--- src/hdl/rc4_pkg.sv ---
// Shared types and constants for the RC4 stream cipher core.
// No dependencies; used by rc4_engine and rc4_stream_cipher_core.
`timescale 1ns / 1ps

package rc4_pkg;

  localparam int KEY_W     = 64;             // width of one key register
  localparam int KEY_BYTES = 16;
  localparam int REG_IDX_W = 1;              // two key registers

  localparam logic [REG_IDX_W-1:0] REG_KEY_LOW  = 1'b0;
  localparam logic [REG_IDX_W-1:0] REG_KEY_HIGH = 1'b1;

  localparam logic [7:0] LAST_ENTRY = 8'hff;

  // Result handed from the engine to the output register.
  typedef struct packed {
    logic [7:0] data;
    logic       last;
  } res_t;

endpackage

--- src/hdl/rc4_engine.sv ---
// RC4 engine: permutation memory, key schedule and keystream sequencer.
// Depends on rc4_pkg (res_t, LAST_ENTRY, KEY_W, KEY_BYTES).
`timescale 1ns / 1ps

module rc4_engine (
  input  logic                           clk,
  input  logic                           rst,
  input  logic [2*rc4_pkg::KEY_W-1:0]    key,
  input  logic                           in_valid,
  input  logic [7:0]                     data_byte,
  input  logic                           last,
  input  logic                           out_free,
  output logic                           in_stall,
  output logic                           res_load,
  output rc4_pkg::res_t                  res
);

  localparam logic [2:0] ST_IDLE  = 3'd0;
  localparam logic [2:0] ST_INIT  = 3'd1;
  localparam logic [2:0] ST_KS_RD = 3'd2;
  localparam logic [2:0] ST_KS_J  = 3'd3;
  localparam logic [2:0] ST_KS_WR = 3'd4;
  localparam logic [2:0] ST_PR_I  = 3'd5;
  localparam logic [2:0] ST_PR_J  = 3'd6;
  localparam logic [2:0] ST_PR_WR = 3'd7;

  logic [2:0] state;
  logic [7:0] n;
  logic [7:0] i;
  logic [7:0] j;
  logic [7:0] si;
  logic [7:0] jx;
  logic [7:0] data_q;
  logic       last_q;
  logic       in_message;
  logic       ks_pend;
  logic       fwd_j;
  logic       pw_en;
  logic [7:0] pw_addr;
  logic [7:0] pw_data;

  // permutation memory, one write and one read port, registered read
  logic [7:0] mem [0:255];
  logic [7:0] mem_q;
  logic       byp;
  logic [7:0] byp_data;

  logic       re;
  logic [7:0] ra;
  logic       mwe;
  logic [7:0] mwa;
  logic [7:0] mwd;
  logic       we;
  logic [7:0] wa;
  logic [7:0] wd;
  logic [7:0] rd;

  logic       can_take;
  logic       accept;
  logic [7:0] kb;
  logic [7:0] jn;
  logic [7:0] j1;
  logic [7:0] t_addr;
  logic [7:0] ks;

  assign rd = byp ? byp_data : mem_q;
  assign kb = key[{n[$clog2(rc4_pkg::KEY_BYTES)-1:0], 3'b000} +: 8];
  assign jn = 8'(j + rd + kb);
  assign j1 = 8'(j + rd);
  assign t_addr = 8'(si + rd);

  assign can_take = (state == ST_IDLE) && (!ks_pend || out_free);
  assign in_stall = !can_take;
  assign accept   = can_take && in_valid;

  always_comb begin
    re  = 1'b0;
    ra  = 8'd0;
    mwe = 1'b0;
    mwa = 8'd0;
    mwd = 8'd0;
    case (state)
      ST_IDLE: begin
        if (accept && in_message) begin
          re = 1'b1;
          ra = 8'(i + 8'd1);
        end
      end
      ST_INIT: begin
        mwe = 1'b1;
        mwa = n;
        mwd = n;
      end
      ST_KS_RD: begin
        re = 1'b1;
        ra = n;
      end
      ST_KS_J: begin
        re = 1'b1;
        ra = jn;
      end
      ST_KS_WR: begin
        mwe = 1'b1;
        mwa = n;
        mwd = rd;
      end
      ST_PR_I: begin
        re = 1'b1;
        ra = 8'(i + 8'd1);
      end
      ST_PR_J: begin
        re = 1'b1;
        ra = j1;
      end
      ST_PR_WR: begin
        // write S[i] and read the keystream entry in the same cycle
        mwe = 1'b1;
        mwa = i;
        mwd = rd;
        re  = 1'b1;
        ra  = t_addr;
      end
      default: begin
        re  = 1'b0;
        mwe = 1'b0;
      end
    endcase
  end

  // deferred second half of each swap goes out in the following cycle
  assign we = mwe | pw_en;
  assign wa = pw_en ? pw_addr : mwa;
  assign wd = pw_en ? pw_data : mwd;

  always_ff @(posedge clk) begin
    if (we) begin
      mem[wa] <= wd;
    end
    if (re) begin
      mem_q    <= mem[ra];
      byp      <= we && (wa == ra);
      byp_data <= wd;
    end
  end

  // keystream byte: S[t] unless t hits the still pending write of S[j]
  assign ks       = fwd_j ? si : rd;
  assign res_load = (state == ST_IDLE) && ks_pend && out_free;
  assign res.data = data_q ^ ks;
  assign res.last = last_q;

  always_ff @(posedge clk) begin
    if (rst) begin
      state      <= ST_IDLE;
      n          <= 8'd0;
      i          <= 8'd0;
      j          <= 8'd0;
      in_message <= 1'b0;
      ks_pend    <= 1'b0;
      pw_en      <= 1'b0;
    end else begin
      pw_en <= 1'b0;
      case (state)
        ST_IDLE: begin
          if (res_load) begin
            ks_pend <= 1'b0;
          end
          if (accept) begin
            if (in_message) begin
              i          <= 8'(i + 8'd1);
              in_message <= !last;
              state      <= ST_PR_J;
            end else begin
              n     <= 8'd0;
              state <= ST_INIT;
            end
          end
        end
        ST_INIT: begin
          n <= 8'(n + 8'd1);
          j <= 8'd0;
          if (n == rc4_pkg::LAST_ENTRY) begin
            state <= ST_KS_RD;
          end
        end
        ST_KS_RD: begin
          state <= ST_KS_J;
        end
        ST_KS_J: begin
          si    <= rd;
          jx    <= jn;
          j     <= jn;
          state <= ST_KS_WR;
        end
        ST_KS_WR: begin
          pw_en   <= 1'b1;
          pw_addr <= jx;
          pw_data <= si;
          n       <= 8'(n + 8'd1);
          if (n == rc4_pkg::LAST_ENTRY) begin
            i     <= 8'd0;
            j     <= 8'd0;
            state <= ST_PR_I;
          end else begin
            state <= ST_KS_RD;
          end
        end
        ST_PR_I: begin
          i          <= 8'(i + 8'd1);
          in_message <= !last_q;
          state      <= ST_PR_J;
        end
        ST_PR_J: begin
          si    <= rd;
          jx    <= j1;
          j     <= j1;
          state <= ST_PR_WR;
        end
        ST_PR_WR: begin
          pw_en   <= 1'b1;
          pw_addr <= jx;
          pw_data <= si;
          fwd_j   <= (t_addr == jx);
          ks_pend <= 1'b1;
          state   <= ST_IDLE;
        end
        default: begin
          state <= ST_IDLE;
        end
      endcase
    end
  end

  always_ff @(posedge clk) begin
    if (accept) begin
      data_q <= data_byte;
      last_q <= last;
    end
  end

  // deferred write never collides with a sequencer write
  a_no_write_clash: assert property (@(posedge clk) disable iff (rst)
    !(pw_en && mwe))
    else $error("deferred swap write collides with another write");

  // a finished keystream byte only waits in idle
  a_pend_idle: assert property (@(posedge clk) disable iff (rst)
    ks_pend |-> (state == ST_IDLE))
    else $error("keystream byte pending outside idle");

  // swap completion leaves the result pending in idle in the next cycle
  a_wr_to_idle: assert property (@(posedge clk) disable iff (rst)
    (state == ST_PR_WR) |=> (state == ST_IDLE) && ks_pend && pw_en)
    else $error("swap write not followed by result and deferred write");

  // a request outside a message starts the key schedule
  a_new_msg: assert property (@(posedge clk) disable iff (rst)
    (accept && !in_message) |=> (state == ST_INIT) && (n == 8'd0))
    else $error("new message did not start the key schedule");

endmodule

--- src/hdl/rc4_stream_cipher_core.sv ---
// RC4 stream cipher core, top level: key registers and output register.
// Depends on rc4_pkg and rc4_engine.
`timescale 1ns / 1ps

// Usage
//  - Key: write key_low (index 0) and key_high (index 1) through wr_en /
//    wr_index / wr_data while the core is idle. Key byte 0 sits in bits 7:0
//    of key_low, byte 8 in bits 7:0 of key_high. A new key takes effect at
//    the start of the next message.
//  - Input: a request (data_byte, last) is taken when in_valid is high and
//    in_stall is low. last marks the final byte of a message.
//  - Output: one request (out_byte, out_last) per input byte, in order,
//    moved when out_valid is high and out_stall is low.
//  - Sequence: inside a message each byte runs three accesses (S[i], S[j],
//    S[t]) in turn through the single permutation memory port pair, so a
//    new byte is taken only once the swap of the last one is done.
//  - The first byte of each message first runs the key schedule on the
//    memory: a fill of all 256 entries, then a read, a read and a swap
//    write for each entry, then the first read of S[i].
//  - Reset clears both key registers, the indices and the message flag;
//    the permutation is rebuilt before first use, so it needs no clearing.
//  - When out_stall holds a result, the core finishes the byte in flight
//    and holds its keystream byte; in_stall stays high until the output
//    register frees up.
module rc4_stream_cipher_core (
  input  logic                           clk,
  input  logic                           rst,
  input  logic                           wr_en,
  input  logic [rc4_pkg::REG_IDX_W-1:0]  wr_index,
  input  logic [rc4_pkg::KEY_W-1:0]      wr_data,
  input  logic                           in_valid,
  output logic                           in_stall,
  input  logic [7:0]                     data_byte,
  input  logic                           last,
  output logic                           out_valid,
  input  logic                           out_stall,
  output logic [7:0]                     out_byte,
  output logic                           out_last
);

  logic [rc4_pkg::KEY_W-1:0] key_low;
  logic [rc4_pkg::KEY_W-1:0] key_high;
  logic                      out_free;
  logic                      res_load;
  rc4_pkg::res_t             res;

  // key registers; index decode from the package
  always_ff @(posedge clk) begin
    if (rst) begin
      key_low  <= '0;
      key_high <= '0;
    end else if (wr_en) begin
      case (wr_index)
        rc4_pkg::REG_KEY_LOW:  key_low  <= wr_data;
        rc4_pkg::REG_KEY_HIGH: key_high <= wr_data;
        default: begin
          key_low <= key_low;
        end
      endcase
    end
  end

  // output slot is free when empty or being drained this cycle
  assign out_free = !out_valid || !out_stall;

  rc4_engine u_engine (
    .clk       (clk),
    .rst       (rst),
    .key       ({key_high, key_low}),
    .in_valid  (in_valid),
    .data_byte (data_byte),
    .last      (last),
    .out_free  (out_free),
    .in_stall  (in_stall),
    .res_load  (res_load),
    .res       (res)
  );

  // output register decouples the receiver from the engine
  always_ff @(posedge clk) begin
    if (rst) begin
      out_valid <= 1'b0;
    end else if (res_load) begin
      out_valid <= 1'b1;
    end else if (!out_stall) begin
      out_valid <= 1'b0;
    end
  end

  always_ff @(posedge clk) begin
    if (res_load) begin
      out_byte <= res.data;
      out_last <= res.last;
    end
  end

endmodule

--- config.mk ---
export PLATFORM = sky130hd
export DESIGN_NAME = rc4_stream_cipher_core
export DESIGN_NICKNAME = d
export VERILOG_FILES = /design/src/hdl/rc4_pkg.sv /design/src/hdl/rc4_engine.sv /design/src/hdl/rc4_stream_cipher_core.sv
export SDC_FILE = /design/constraint.sdc
export NUM_CORES = 2
export LEC_CHECK = 0
export BUFFER_PORTS_ARGS = -buffer_cell sky130_fd_sc_hd__buf_4
export CELL_PAD_IN_SITES_DETAIL_PLACEMENT = 0
export CELL_PAD_IN_SITES_GLOBAL_PLACEMENT = 1
export CORE_MARGIN = 1.5
export CORE_UTILIZATION = 50
export DETAILED_ROUTE_END_ITERATION = 6
export PLACE_DENSITY = 0.75
export SYNTH_ARGS = -nofsm -noshare
export SYNTH_HDL_FRONTEND = slang
export SYNTH_SLANG_ARGS = --single-unit
--- constraint.sdc ---
create_clock -name clk -period 24.4 [get_ports clk]
set_input_delay 2.44 -clock clk [delete_from_list [all_inputs] [get_ports clk]]
set_output_delay 2.44 -clock clk [all_outputs]
set_load 0.01 [all_outputs]
==> results.cfg <==
[cts]
cts_hold_buffers = 0
clock_latency_ps = 880
htreeDepth = 4
cts_buffer_depth = 3
ctsRootBufferMaster = clkbuf_16
cts_made_buffers = 225
ctsResizeCount = 0
cts.sinks = 2275
clk_transition_reported_paths_ps = 60
cts_tree = yes
cts_setup_buffers = 0

[detailed_routing]
drt_wl_total_um = 268000
route.detailed.drc = 0
drtPass1Iterations = 6
vias_per_cell = 6.11
routedWlPerCell_um = 27.0
ant_nets = 0
dr.first_iter.drc_count = 7543
vias = 60600

[layout]
area_delta_synth_final_pct = 10.5
largest_reg_flops = 2048
top_register = u_engine.mem
reg_top3 = u_engine.mem x2048, key_high x64, key_low x64
layout-drive-gt1-share = 0.0852
final_util = 0.555
layout.nets = 7343

[power_and_ir_drop]
power_uw = 11000
power_leakage_uw = 0.0344
vdd_drop_max_mv = 0.0807
power_density_mw_per_mm2 = 107

[sta]
finalCriticalPeriod_ps = 8360
setup_viol = 0
final.setup.worst_slack_ps = 16040
slew_viol_final = 0
fin_crit_sh = 0.343
maxSlewHeadroom = 0.0948
max_freq_mhz = 120
rsz0062_at_grt = no
finClkSkew_ps = 42.9
tns_ps = 0
tightestPinTransition_ps = 1340
hold_viol = 0

[global_routing]
grt_pass1_wl_um = 394000
grt_pass1_vias = 57600
gr-total-overflow = 0
antenna_found_initial = 14
grt_max_degree = 201
track_usage = 0.283

[synthesis]
ys_seq_area_frac = 0.717
synth_async_sr_flop_share = 0
ys_warn_count = 0
syn_avg_cell_area_um2 = 12.7
synth_ff_type = edfxtp_1
synth-edff-count = 2116
syn-num-nets = 7426
syn-cell-area_mm2 = 0.0931
yosys.cell_types.count = 86
synthCells = 7322
yosys_register_bits = 2275

[die]
die_w_um = 434
initial_core_util = 0.502
die_area_mm2 = 0.189
fp-row-count = 158
core_area_mm2 = 0.185
chipHeight_um = 434
ios = 90

[setup_path]
rr_startpoint = u_engine.n[0]$_SDFFE_PP0P_
r2r_slack_ps = 16040
r2r_cells = 21
crit_path_start = u_engine.n[0]$_SDFFE_PP0P_
worstSetupPathType = register to register
critPathLaunchType = register
cp_data_arrival_time_ps = 9050
worstPathRequired_ps = 25090
reg2reg_to = u_engine.mem_q[2]$_DFFE_PP_
cp-end-kind = register
cp_max_fo = 153
endpoint = u_engine.mem_q[2]$_DFFE_PP_

[place]
dpl.hpwl_um = 151000
place.gp.congestion = 0.856
io_buffers = 89
dp_slack_ps = 16110

[job]
max-cap-violations = 0

[worst_hold_path]
hold_depth = 2
min_path_type = register to register

[run_status]
status = complete, no violations
==> layout by cell type (no fill, tap or decap), types with 9 or more instances in the layout <==
cell type,count
edfxtp_1,2116
a221oi_1,90
nor2_1,329
a21oi_1,262
a31oi_1,92
nor3_1,57
nand2_1,1942
and2_1,9
a22oi_1,33
or3_1,9
mux2_2,17
mux4_2,43
clkinv_1,62
o22ai_1,10
nand3_1,806
nand4_1,19
a211oi_1,22
xor2_1,18
mux2i_1,215
nand2_2,17
nor2b_1,9
clkinv_2,44
inv_1,16
buf_12,11
o211ai_1,17
a32o_1,18
a311o_1,17
a311oi_1,113
ha_1,22
xnor2_1,41
clkbuf_1,57
o21ai_0,42
and3_1,95
buf_4,195
a32oi_1,20
clkbuf_16,228
dfxtp_1,157
==> synthesized netlist by cell type (22+ instances only) <==
| cell type | instances | area (µm²) |
|---|---|---|
| edfxtp_1 | 2116 | 63500 |
| nand2_1 | 1960 | 7360 |
| nand3_1 | 807 | 4040 |
| nor2_1 | 331 | 1240 |
| a21oi_1 | 264 | 1320 |
| mux2i_1 | 215 | 2150 |
| clkbuf_1 | 208 | 781 |
| buf_2 | 195 | 976 |
| dfxtp_1 | 159 | 3180 |
| a311oi_1 | 114 | 998 |
| buf_1 | 101 | 379 |
| and3_1 | 96 | 601 |
| a31oi_1 | 92 | 576 |
| a221oi_1 | 90 | 788 |
| nor3_1 | 57 | 285 |
| o21ai_0 | 49 | 245 |
| mux4_2 | 43 | 968 |
| xnor2_1 | 41 | 359 |
| a22oi_1 | 33 | 248 |
| a211oi_1 | 22 | 165 |
| ha_1 | 22 | 275 |
==> routing by layer <==
metal / vias to the layer above / GRT usage / wire, µm
met3: 483 / 0.0506 / 23700
met5: - / 0 / 71
li1: 26800 / - / -
met1: 30400 / 0.403 / 110000
met2: 2890 / 0.439 / 124000
met4: 12 / 0.101 / 9850
==> stage by stage <==
step           area [µm²]  hold slack [ps]  std cells
5_1_grt            103000              452       9912
6_report           103000              453       9915
3_3_place_gp        95900              432       9492
4_1_cts            103000              447       9912
3_5_place_dp        95900              433       9492
2_1_floorplan       93100              420       7322
==> cell families (layout without fill, tap and decap cells) <==
family,Yosys count,count (layout),share of synthesized area
AO/OA/AOI/OAI,815,815,0.0608
XOR/XNOR,60,60,0.00579
adder cells (fa/ha/maj),25,25,0.00360
buffers and inverters,534,644,0.0248
flip-flops,2275,2275,0.717
multiplexers,278,278,0.0362
other,0,3,0
AND/OR/NAND/NOR,3335,3335,0.152
==> power by group <==
part / switching [µW] / leakage [µW] / internal (µW)
registers: 52.6 / 0.0208 / 4640
clock network: 1490 / 0.00340 / 1810
logic: 2230 / 0.0102 / 786
==> how the worst min path moves through the flow <==
| stage | to | startpoint | slack (ps) |
|---|---|---|---|
| floorplan | out_last$_DFFE_PP_ | u_engine.last_q$_DFFE_PP_ | 420 |
| global placement | out_last$_DFFE_PP_ | u_engine.last_q$_DFFE_PP_ | 430 |
| detailed placement | u_engine.pw_addr[2]$_DFFE_PP_ | u_engine.jx[2]$_DFFE_PP_ | 430 |
| CTS | u_engine.pw_addr[2]$_DFFE_PP_ | u_engine.jx[2]$_DFFE_PP_ | 450 |
| global route | u_engine.pw_addr[2]$_DFFE_PP_ | u_engine.jx[2]$_DFFE_PP_ | 450 |
| finish | key_low[29]$_SDFFE_PP0P_ | key_low[29]$_SDFFE_PP0P_ | 450 |
==> worst max-delay path: stages, from the launching register on <==
cell and delay [ps]:
dfxtp_2 380, buf_4 510, mux4_2 590, mux4_2 530
ha_1 250, inv_1 90, fa_1 210, xor2_1 190
a2bb2oi_1 480, o211a_4 750, buf_4 530, buf_12 600
buf_4 540, buf_4 710, nand2_1 100, and3_1 190
a311oi_1 220, a311oi_1 140, o211a_1 310, a211oi_1 420
a22oi_1 160, o211ai_2 110
==> area by class of cell <==
cell class,count,area [µm²]
antenna,3,7.51
clock buffer,292,6020
clock inverter,128,931
fill,15200,82400
inverter,18,67.6
multi-input combinational,4513,24300
sequential,2275,66700
tap,2480,3100
timing repair buffer,206,1680
Note: power is estimated with default switching activity, not from simulation.
